`config.mk`:
```
export PLATFORM = sky130hd
export DESIGN_NAME = bbad_decode
export DESIGN_NICKNAME = d
export VERILOG_FILES = /design/src/design/bbad_pkg.sv /design/src/design/bbad_decode.sv
export SDC_FILE = /design/constraint.sdc
export NUM_CORES = 1
export LEC_CHECK = 0
export CORE_AREA = 2 2 39 41
export DETAILED_ROUTE_END_ITERATION = 8
export DIE_AREA = 0 0 41 43
export DONT_BUFFER_PORTS = 1
export GPL_ROUTABILITY_DRIVEN = 0
export GPL_TIMING_DRIVEN = 1
export PLACE_DENSITY_LB_ADDON = 0.15
export SLEW_MARGIN = 20
export SYNTH_ARGS = -nofsm -noshare
export SYNTH_HDL_FRONTEND = slang
export SYNTH_SLANG_ARGS = --single-unit
```
`constraint.sdc`:
```
create_clock -name vclk -period 3.1
set_input_delay 0.465 -clock vclk [all_inputs]
set_output_delay 0.465 -clock vclk [all_outputs]
set_load 0.005 [all_outputs]
```
`src/design/bbad_pkg.sv`:
```
// Shared types and constants for the banked bus address decoder.
// No dependencies; bbad_if, bbad_decode and the top level import this package.
`default_nettype none

package bbad_pkg;

	localparam int BANK_W     = 9;
	localparam int EXT_ADDR_W = 24;

	typedef enum logic [1:0] {
		FUNC_SND_RD  = 2'd0,
		FUNC_SND_WR  = 2'd1,
		FUNC_MAIN_RD = 2'd2,
		FUNC_MAIN_WR = 2'd3
	} func_t;

	typedef enum logic [1:0] {
		TGT_INTERNAL = 2'd0,
		TGT_FM       = 2'd1,
		TGT_MAIN     = 2'd2,
		TGT_PSG      = 2'd3
	} target_t;

	localparam logic [7:0]  PAGE_BANK     = 8'h60;
	localparam logic [7:0]  PAGE_MAIN_IO  = 8'h7F;
	localparam logic [15:0] MAIN_IO_BASE  = 16'hC000;
	localparam logic [4:0]  PSG_SLOT      = 5'b00010;   // low byte 0x10..0x17
	localparam logic [7:0]  UNMAPPED_DATA = 8'hFF;

	// Decoded access: control for the RAM and bank register plus the response fields
	typedef struct packed {
		logic                    ram_re;
		logic                    ram_we;
		logic                    bank_we;
		logic [7:0]              read_data;
		target_t                 target;
		logic [EXT_ADDR_W-1:0]   ext_address;
		logic [7:0]              ext_data;
		logic                    ext_is_write;
	} dec_t;

endpackage

`default_nettype wire

```
`src/design/bbad_decode.sv`:
```
// Address map decode for one bus access.
// Depends on bbad_pkg (dec_t, codes and page constants).
`default_nettype none

module bbad_decode
	import bbad_pkg::*;
(
	input  wire func_t              func,
	input  wire logic [15:0]        bus_address,
	input  wire logic [7:0]         write_data,
	input  wire logic [BANK_W-1:0]  bank,
	output dec_t                    dec
);

	logic                  is_ram_win;
	logic                  is_fm_win;
	logic                  is_bank_page;
	logic                  is_io_page;
	logic                  is_banked;
	logic [EXT_ADDR_W-1:0] io_address;
	logic [EXT_ADDR_W-1:0] banked_address;
	logic [EXT_ADDR_W-1:0] fm_address;

	assign is_ram_win     = bus_address[15:14] == 2'b00;
	assign is_fm_win      = bus_address[15:13] == 3'b010;
	assign is_bank_page   = bus_address[15:8] == PAGE_BANK;
	assign is_io_page     = bus_address[15:8] == PAGE_MAIN_IO;
	assign is_banked      = bus_address[15];
	assign io_address     = {MAIN_IO_BASE, bus_address[7:0]};
	// bank << 15 plus a 15-bit offset never carries: plain concatenation
	assign banked_address = {bank, bus_address[14:0]};
	assign fm_address     = {{(EXT_ADDR_W-2){1'b0}}, bus_address[1:0]};

	always_comb begin
		dec              = '0;
		dec.target       = TGT_INTERNAL;
		unique case (func)
			FUNC_MAIN_RD: begin
				dec.ram_re = 1'b1;
			end
			FUNC_MAIN_WR: begin
				dec.ram_we = 1'b1;
			end
			FUNC_SND_RD: begin
				if (is_ram_win) begin
					dec.ram_re = 1'b1;
				end else if (is_fm_win) begin
					dec.target      = TGT_FM;
					dec.ext_address = fm_address;
				end else if (is_io_page) begin
					dec.target      = TGT_MAIN;
					dec.ext_address = io_address;
				end else if (is_banked) begin
					dec.target      = TGT_MAIN;
					dec.ext_address = banked_address;
				end else begin
					dec.read_data = UNMAPPED_DATA;
				end
			end
			FUNC_SND_WR: begin
				if (is_ram_win) begin
					dec.ram_we = 1'b1;
				end else if (is_fm_win) begin
					dec.target       = TGT_FM;
					dec.ext_address  = fm_address;
					dec.ext_data     = write_data;
					dec.ext_is_write = 1'b1;
				end else if (is_bank_page) begin
					dec.bank_we = 1'b1;
				end else if (is_io_page) begin
					// odd low byte in 0x11..0x17 goes to the PSG
					dec.target       = (bus_address[7:3] == PSG_SLOT && bus_address[0])
						? TGT_PSG : TGT_MAIN;
					dec.ext_address  = io_address;
					dec.ext_data     = write_data;
					dec.ext_is_write = 1'b1;
				end else if (is_banked) begin
					dec.target       = TGT_MAIN;
					dec.ext_address  = banked_address;
					dec.ext_data     = write_data;
					dec.ext_is_write = 1'b1;
				end
			end
			default: begin
				dec = '0;
			end
		endcase
	end

endmodule

`default_nettype wire

```
; ---- Word-level counts from Yosys, hierarchy flattened
; Index checks and enable logic that the tools add are counted.
[totals]
output_inout_bits = 46
register_bits = 0
word_cells = 33
input_bits = 35
[classes]
reduce_logical = 3
n_mux = 23
n_eq_ne = 7
[ops]
columns = op, n
row1 = $mux W35, 5
row2 = $mux W26, 3
row3 = $pmux W26 S2, 1
row4 = $mux W34, 1
row5 = $mux W8, 4
row6 = $eq A8 B7 Y1 const B, 2
row7 = $mux W9, 1
row8 = $mux W1, 6
row9 = $eq A5 B2 Y1 const B, 1
row10 = $eq A2 B2 Y1 const B, 2
row11 = $logic_not A2 Y1, 2
row12 = $pmux W1 S2, 2
row13 = $eq A3 B2 Y1 const B, 1
row14 = $eq A2 B1 Y1 const B, 1
row15 = $logic_and A1 B1 Y1, 1

; ---- Depth between registers and ports, before layout
; Gate-level depths: netlist (run 1).
[depth]
depth_word = 8
mapped_depth = 5
ltp_nobuf = 3

; ---- Least setup slack after synthesis (run 1)
; Ideal clock, no wire load.
[synth_timing]
path_kind = input-to-output
start = input bus_address[15]
end = output dec[36] (netlist bit)
t_required_ps = 2635
n_path_buf = 2
arrival_time_ps = 2241
slack_ps = 394
stages = 4
path_cell_list = buf_6 nand3b_4 a2111oi_0 buf_4
[synth_rtl]
columns = element, line
row1 = start: declaration, bbad_decode.sv:9  ; input wire logic [15:0] bus_address,
row2 = end: declaration, bbad_decode.sv:12  ; output dec_t dec

==> results of run 1 <==
## through the flow
stage	worst slack, ps	utilization (%)
finish	1120	32.3
CTS	1130	32.3
floorplan	394	-
global placement	1120	32.3
global route	1040	32.3
detailed placement	1130	32.3
## kinds of logic after synthesis
| family | Yosys count |
|---|---|
| simple gates | 59 |
| buf+inv | 14 |
| compound gates | 7 |
## how the worst max path moves through the flow
stage / start / to
2_1_floorplan: bus_address[15] / dec[36]
3_3_place_gp: bus_address[12] / dec[0]
3_5_place_dp: bus_address[12] / dec[0]
4_1_cts: bus_address[12] / dec[0]
5_1_grt: bus_address[12] / dec[8]
6_report: bus_address[12] / dec[0]
## routing by layer
| metal | vias to the layer above | track usage, % |
|---|---|---|
| met5 | - | 0 |
| met4 | 0 | 0.667 |
| met3 | 0 | 0 |
| met2 | 34 | 23.8 |
| met1 | 220 | 20.3 |
| li1 | 247 | - |
## power breakdown
group | leakage [nW] | switching (mW) | internal, mW | total, mW
logic | 0.148 | 0.0224 | 0.0164 | 0.0388
registers | 0 | 0 | 0 | 0
clock network | 0 | 0 | 0 | 0
total | 0.148 | 0.0224 | 0.0164 | 0.0388
## synth_stat cells
cell       number
nand2_1        12
nand3b_1        1
clkbuf_1        5
nor3_1         11
nor2b_1         3
inv_1           1
a2111oi_0       1
o21ba_2         1
a21oi_1         3
or4_1           1
nand3b_4        1
or3b_1          1
nor4b_1         1
nor4_1          1
and4_1          1
o31ai_2         1
buf_4           7
nor2_1          3
buf_6           1
a41oi_1         1
and2_1         13
or4b_2          1
and2_2          1
nand2b_1        2
nor3b_1         6
## final cells by class
type,instances,area [um^2],share of cell area [%]
repair buffers,1,7.51,1.68
multi-input cells,66,415,93.0
well taps,16,20.0,4.48
inverters,1,3.75,0.840
==> summary.md, run 1 <==
| Metric | Value |
|---|---|
| Final net count | `around 110` |
| Layout cells sized above 1 | `between 10% and 20%` |
| Max-Cap Viols | `0` |
| DR pass1 iterations | `4` |
| Hold WS | `962 ps` |
| Final hold violation count | `0` |
| First-pass GRT wire length | `between 1500 and 2000 um` |
| Critical path class | `input pin to output pin` |
| Area grow syn2layout | `-9.85%` |
| FF+latch count | `0` |
| Adder-cell share of the synthesized area | `0%` |
| Yosys top cell area share | `about 16%` |
| Simple-gate share of the synthesized area | `a little under three quarters` |
| WHS Endpoint | `dec[32]` |
| Pin count of the biggest net entering global routing | `16` |
| Most common cell after layout, fill and taps aside | `and2_1` |
| CLK BUF | `0` |
| Critical-path cell list | `and4_1 -> a21oi_1 -> nor3_1` |
| Routed wire per std cell | `about 16 um` |
| Most frequent cells in the layout | `and2_1 (13), nand2_1 (12), nor3_1 (11), nor3b_1 (6)` |
| Largest family of logic cells by synthesized area | `simple AND/OR/NAND/NOR gates` |
| Synth warn | `0` |
| Fillers | `roughly 170` |
| Met2 routed WL | `667 um` |
| Hold Path Class | `input pin to output pin` |
| Number of distinct library cells after synthesis | `25` |
| RSZ-0062 raised after global routing | `no` |
| Die width | `41 um` |
| Final Max Tran Viols | `0` |
| # DRC | `0` |
| Reg area | `0 um^2` |
| Layout Cells excl Fill | `between 80 and 90` |
| Yosys top cell by area | `and2_1` |
| Slew Limit Headroom | `between 40% and 50%` |
| Final HPWL DP | `1100 um` |
| Cts hold-fix bufs | `0` |
| Crit path depth | `3` |
| Final period util | `about 64%` |
| Syn_area_per_cell | `6.19 um^2` |
| I/O pins | `81` |
| Core area | `approximately 1400 um^2` |
| Initial antenna violation count | `0` |
| Final WL | `between 1000 and 1500 um` |
| Setup violators final | `0` |
| Port Buffers | `0` |
| Crit start category | `input pin` |
| Met1 wire length | `532 um` |
| Inst Count DP | `84` |
| Die H | `43 um` |
| Fin crit period | `1980 ps` |
| Finished Cell Area | `about 450 um^2` |
| Vias | `~500` |
| Pwr Total | `38.8 uW` |
| Actual slew at the worst max-slew pin | `between 700 and 800 ps` |
| Mux cell area share after synthesis | `0%` |
| Total track usage | `between 10 and 15%` |
| Cells after synthesis | `80` |
| Post-synthesis xor/xnor area fraction | `0%` |
| Initial core utilization | `between 30 and 40%` |
| Worst Hold Depth | `1` |
| Highest metal used | `met3` |
| Worst-path maximum fanout | `11` |
| FMAX | `a little over 0.5 GHz` |
| DRT antenna net count | `0` |
| Status | `finished clean` |
| Post-CTS setup buffers | `0` |
| Post_cts resized | `0` |
| Antenna fix cells | `0` |
| Critical path capture point type | `output pin` |
| Buf+Inv Stages, Crit Path | `0` |
| Vias in the first global route | `421` |
| Worst path slowest cell | `a21oi_1` |
| Power density cells | `between 80 and 90 nW/um^2` |
| CP arrival | `~1500 ps` |
| Slowest Stage Delay on Critical Path | `between 600 and 700 ps` |
| Vias per cell | `5.96` |
| Syn_nets | `roughly 120` |
| Cell Rows | `14` |
| CP required | `between 2000 and 3000 ps` |
| Compound-cell area share of the yosys netlist | `approximately 11%` |
| Hold path start | `func[1]` |
| Crit path max-delay family | `compound AO/OA/AOI/OAI gates` |
| Die ar. | `around 1800 um^2` |
| Total gr overflow | `0` |
| Met3 WL post-DR | `between 100 and 150 um` |
| Leakage power | `about 0.15 nW` |
| 1st-iter DRT viols | `6` |
| Dpl cell area | `447 um^2` |
| Largest cells by area after synthesis | `and2_1 (16%), nor3_1 (11%), buf_4 (11%)` |
| Seq/Total Area, Yosys | `0%` |
| Maximum VDD drop | `0.0000268 V` |
| Setup TNS | `0 ps` |
| Synth Cell Area | `between 400 and 500 um^2` |
No activity file was read; power rests on OpenSTA's default activity.
==> run 2: changes to the inputs <==
--- a/config.mk
+++ b/config.mk
@@ -5,9 +5,10 @@
 export SDC_FILE = /design/constraint.sdc
 export NUM_CORES = 1
 export LEC_CHECK = 0
-export CORE_AREA = 2 2 39 41
+export ABC_AREA = 1
+export CORE_MARGIN = 2
+export CORE_UTILIZATION = 40
 export DETAILED_ROUTE_END_ITERATION = 8
-export DIE_AREA = 0 0 41 43
 export DONT_BUFFER_PORTS = 1
 export GPL_ROUTABILITY_DRIVEN = 0
 export GPL_TIMING_DRIVEN = 1
==> constraint.sdc (replaced) <==
create_clock -name vclk -period 2
set_input_delay 0.3 -clock vclk [all_inputs]
set_output_delay 0.3 -clock vclk [all_outputs]
set_load 0.005 [all_outputs]
==> run 2 against run 1 <==
  * Critical path depth rose by 3
  * Synthesized cell count rose by 49%
  * Global-route usage fell by 0.80 points
  * Non-clock buffer count did not move
  * Highest routed layer unchanged
  * Synthesized area rose by 8.1%
  * Hold slack got worse by 330 ps
  * Power rose by 110%
  * Core utilization rose by 7.9 points
  * Final area rose by 14%
  * Largest cell class unchanged
==> summary.md, run 2 <==
| Metric | Value |
|---|---|
| Status | `finished clean` |
| Worst path slowest cell | `nor3_1` |
| Final Max Tran Viols | `0` |
| Largest cells by area after synthesis | `nor2_1 (25%), inv_1 (24%), nand2_1 (16%)` |
| Setup violators final | `0` |
| Worst-path maximum fanout | `7` |
| Final HPWL DP | `~1100 um` |
| Antenna fix cells | `0` |
| Critical-path cell list | `inv_1 -> nor3_1 -> nand2_1 -> nand2_1 -> nand2_2 -> nor2_1` |
| Final WL | `between 1000 and 1500 um` |
| Most frequent cells in the layout | `nor2_1 (36), inv_1 (34), nand2_1 (23), a211oi_1 (5)` |
| Syn_nets | `around 150` |
| Synth warn | `0` |
| # DRC | `0` |
| Reg area | `0 um^2` |
| Crit start category | `input pin` |
| Critical path capture point type | `output pin` |
| Core area | `about 1300 um^2` |
| Vias | `618` |
| Post_cts resized | `0` |
| Critical path class | `input pin to output pin` |
| Inst Count DP | `between 100 and 150` |
| Vias per cell | `4.83` |
| 1st-iter DRT viols | `4` |
| Most frequent cell after synthesis | `nor2_1` |
| CP arrival | `1090 ps` |
| Slowest Stage Delay on Critical Path | `300 ps` |
| Final net count | `150` |
| Power density cells | `~160 nW/um^2` |
| FMAX | `0.721 GHz` |
| Buf+Inv Stages, Crit Path | `1` |
| Die width | `a little over 40 um` |
| Maximum VDD drop | `around 0.000052 V` |
| Initial core utilization | `a little over two fifths` |
| Die H | `between 40 and 50 um` |
| Final period util | `between 60 and 70%` |
| Routed wire per std cell | `between 9 and 10 um` |
| Pin count of the biggest net entering global routing | `10` |
| FF+latch count | `0` |
| Area grow syn2layout | `-4.91%` |
| Fillers | `between 100 and 150` |
| Post-CTS setup buffers | `0` |
| Final hold violation count | `0` |
| Top post-synthesis cells by count | `nor2_1 (36), inv_1 (34), nand2_1 (23)` |
| Cell repeated most along the worst path | `nand2_1` |
| DRT antenna net count | `0` |
| RSZ-0062 raised after global routing | `no` |
| Port Buffers | `0` |
| Total gr overflow | `0` |
| Cell Rows | `13` |
| DR pass1 iterations | `3` |
| Yosys top cell area share | `roughly a quarter` |
| Layout cells sized above 1 | `~7.1%` |
| Die ar. | `approximately 1600 um^2` |
| I/O pins | `81` |
| Actual slew at the worst max-slew pin | `290 ps` |
| CLK BUF | `0` |
| Crit path max-delay family | `simple AND/OR/NAND/NOR gates` |
| Yosys top cell by area | `nor2_1` |
| Total track usage | `13.3%` |
| CP required | `around 1700 ps` |
| Most common cell after layout, fill and taps aside | `nor2_1` |
| Cells after synthesis | `119` |
| First-pass GRT wire length | `1590 um` |
| Syn_area_per_cell | `4.50 um^2` |
| Setup TNS | `0 ps` |
| Number of distinct library cells after synthesis | `16` |
| Leakage power | `between 0.3 and 0.4 nW` |
| Seq/Total Area, Yosys | `0%` |
| Initial antenna violation count | `0` |
| Vias in the first global route | `approximately 420` |
| Cts hold-fix bufs | `0` |
| Layout Cells excl Fill | `about 130` |
| Slew Limit Headroom | `about 80%` |
| Max-Cap Viols | `0` |
| Hold Path Class | `input pin to output pin` |
| Fin crit period | `roughly 1400 ps` |
| Synth Cell Area | `between 500 and 600 um^2` |
## run 2: changes by cell type in the layout (fill, tap and decap cells not counted), sizes merged, moves of 6 or more
cell | previous run | this run
nor3b | 6 | 0
nor2 | 3 | 36
nor3 | 11 | 1
nand2 | 12 | 26
and2 | 14 | 1
inv | 1 | 36
## run 2: layout make-up
class                           count  area [um^2]  area share, %
Tap cell                           15         18.8           3.69
Multi-Input combinational cell     76          348           68.3
Timing Repair Buffer                1         7.51           1.47
Inverter                           36          135           26.5
## run 2: worst paths after layout
check / cells past startpoint / slack, ps / to / start
setup / recovery: 6 / 610 / dec[12] / func[0]
hold / removal: 1 / 630 / dec[45] / func[0]
## run 2: routing by layer
layer  up-vias  GRT usage (%)  routed length (um)
met5         -              0                   0
met2        42           27.0                 610
met1       250           14.7                 478
met4         0              0                   0
li1        326              -                   -
met3         0           2.22                 162
## run 2: kinds of logic after synthesis
group / share of synthesized area (%)
AND/OR/NAND/NOR: 53.3
buffers and inverters: 35.0
AO/OA/AOI/OAI: 11.7
## run 2: through the flow
step	area, um^2	total power, mW	hold WS (ps)	utilization, %	worst slack (ps)
2_1_floorplan	536	0.0774	631	-	485
3_3_place_gp	509	0.0819	634	40.1	600
3_5_place_dp	509	0.0826	634	40.1	591
4_1_cts	509	0.0829	634	40.1	587
5_1_grt	509	0.0964	634	40.1	434
6_report	509	0.0810	633	40.1	612
## run 2: power breakdown
part           switching [mW]  total (mW)  leakage (nW)  internal, mW
Combinational          0.0556      0.0810         0.373        0.0254
Clock                       0           0             0             0
Sequential                  0           0             0             0
Total                  0.0556      0.0810         0.373        0.0254
==> run 3: changes to the inputs <==
--- a/config.mk
+++ b/config.mk
@@ -5,10 +5,10 @@
 export SDC_FILE = /design/constraint.sdc
 export NUM_CORES = 1
 export LEC_CHECK = 0
-export ABC_AREA = 1
-export CORE_MARGIN = 2
-export CORE_UTILIZATION = 40
+export ABC_AREA = 0
+export CORE_AREA = 2 2 39 41
 export DETAILED_ROUTE_END_ITERATION = 8
+export DIE_AREA = 0 0 41 43
 export DONT_BUFFER_PORTS = 1
 export GPL_ROUTABILITY_DRIVEN = 0
 export GPL_TIMING_DRIVEN = 1
==> constraint.sdc (replaced) <==
create_clock -name vclk -period 1.4
set_input_delay 0.21 -clock vclk [all_inputs]
set_output_delay 0.21 -clock vclk [all_outputs]
set_load 0.005 [all_outputs]
==> run 3 against run 2 <==
  * Sequential share of layout area is the same
  * Critical path type unchanged
  * Critical endpoint is now dec[33]
  * Cell count shrank 33%
  * Hold slack got worse by 190 ps
  * Die area up 7.0%
  * Worst setup slack worse by 560 ps
  * Routed wire length up 1.5%
  * Via count down 15%
==> summary.md, run 3 (synthesis gave the netlist of run 1 again) <==
| Metric | Value |
|---|---|
| Status | `finished clean` |
| Worst-path maximum fanout | `4` |
| DRT antenna net count | `0` |
| Post-CTS setup buffers | `0` |
| M2 GR Usage | `approximately 22%` |
| Cell Rows | `14` |
| Setup crit start | `bus_address[12]` |
| 1st-iter DRT viols | `3` |
| CP arrival | `approximately 1100 ps` |
| Vias | `approximately 520` |
| Actual slew at the worst max-slew pin | `between 600 and 700 ps` |
| Initial core utilization | `a little over a third` |
| Vias per cell | `just over 6` |
| Busiest grt layer | `met2` |
| Final HPWL DP | `between 1000 and 1500 um` |
| I/O pins | `81` |
| Worst path slowest cell | `or3b_4` |
| Slowest Stage Delay on Critical Path | `~420 ps` |
| Final WL | `1270 um` |
| Core area | `1380 um^2` |
| Critical path class | `input pin to output pin` |
| Final Max Tran Viols | `0` |
| Power density cells | `between 150 and 200 nW/um^2` |
| Final Util | `a little under two fifths` |
| Pin count of the biggest net entering global routing | `16` |
| Leakage power | `approximately 0.16 nW` |
| Layout cells sized above 1 | `between 20% and 30%` |
| Final net count | `107` |
| Max-Cap Viols | `0` |
| Most common cell after layout, fill and taps aside | `and2_1` |
| Antenna fix cells | `0` |
| Slew Limit Headroom | `between 50 and 60%` |
| Die H | `43 um` |
| Final hold violation count | `0` |
| DR pass1 iterations | `4` |
| RSZ-0062 raised after global routing | `no` |
| Reg area | `0 um^2` |
| Finished Cell Area | `just over 500 um^2` |
| Die ar. | `around 1800 um^2` |
| Critical-path cell list | `and4_4 -> or3b_4 -> o31ai_4` |
| Vias in the first global route | `slightly above 400` |
| FF+latch count | `0` |
| CLK BUF | `0` |
| # DRC | `0` |
| Setup violators final | `0` |
| Maximum VDD drop | `a little over 0.00007 V` |
| Fillers | `around 150` |
| Total track usage | `roughly an eighth` |
| Critical path capture point type | `output pin` |
| Routed wire per std cell | `around 15 um` |
| First-pass GRT wire length | `approximately 1700 um` |
| Total gr overflow | `0` |
| Setup crit end | `dec[33]` |
| CP required | `roughly 1200 ps` |
| GR Util met1 | `between 10% and 20%` |
| Port Buffers | `0` |
| Fin crit period | `about 1300 ps` |
| FMAX | `0.743 GHz` |
| Met3 GRT Util | `between 1.5 and 2%` |
| Cts hold-fix bufs | `0` |
| Die width | `approximately 40 um` |
| Crit start category | `input pin` |
| Most frequent cells in the layout | `and2_1 (13), nand2_1 (12), nor3_1 (11), nor3b_1 (5)` |
| Final period util | `between 90% and 100%` |
| Area grow syn2layout | `2.53%` |
| Dpl cell area | `between 400 and 500 um^2` |
| Initial antenna violation count | `0` |
| Hold Path Class | `input pin to output pin` |
==> run 3: changes by cell type in the layout (fill, tap and decap cells not counted), sizes merged, moves of 3 or more <==
cell	change
a211oi	-5
and2	+13
inv	-35
nand2	-14
nor2	-33
nor2b	+3
nor3	+10
nor3b	+6
==> run 3: power by group <==
group | switching (mW) | internal (mW)
logic | 0.0524 | 0.0425
clock network | 0 | 0
registers | 0 | 0
total | 0.0524 | 0.0425
==> run 3: cell type report <==
class	instances	area [um^2]	share of cell area [%]
inverter	1	3.75	0.739
timing repair buffer	3	26.3	5.17
tap	16	20.0	3.94
multi-input combinational	66	458	90.1
==> run 3: critical path, delay by kind of cell <==
kind | cells | cell delay [ps]
and+or+nand+nor | 2 | 660
AOI/OAI and AO/OA | 1 | 270
==> run 3: worst min-delay path by stage <==
stage	from	slack, ps	end	cells after the start
final	func[1]	450	dec[15]	1
after global routing	func[1]	450	dec[15]	1
after CTS	func[1]	450	dec[32]	1
after detailed placement	func[1]	450	dec[32]	1
after global placement	func[1]	450	dec[32]	1
after floorplan	func[0]	450	dec[35]	1
==> run 3: timing repair <==
action / CTS / global route
pin swaps: 0 / 1
endpoints found under the setup margin: 12 / 16
gates resized for setup: 3 / 5
==> run 3: per-layer routing <==
layer | wire length [um] | vias to the layer above
met5 | 0 | -
met4 | 0 | 0
met3 | 181 | 0
met2 | 597 | 45
met1 | 492 | 223
li1 | - | 256
==> run 3: through the flow <==
| stage | power, mW | worst slack [ps] | setup TNS (ps) | hold slack (ps) | instances |
|---|---|---|---|---|---|
| 4_1_cts | 0.0943 | 15.2 | 0 | 452 | 86 |
| 5_1_grt | 0.108 | 37.2 | 0 | 453 | 86 |
| 2_1_floorplan | 0.0930 | 30.1 | 0 | 451 | 80 |
| 3_5_place_dp | 0.0916 | -35.9 | -303 | 452 | 86 |
| 6_report | 0.0949 | 53.3 | 0 | 448 | 86 |
| 3_3_place_gp | 0.0905 | -1.18 | -1.18 | 452 | 86 |
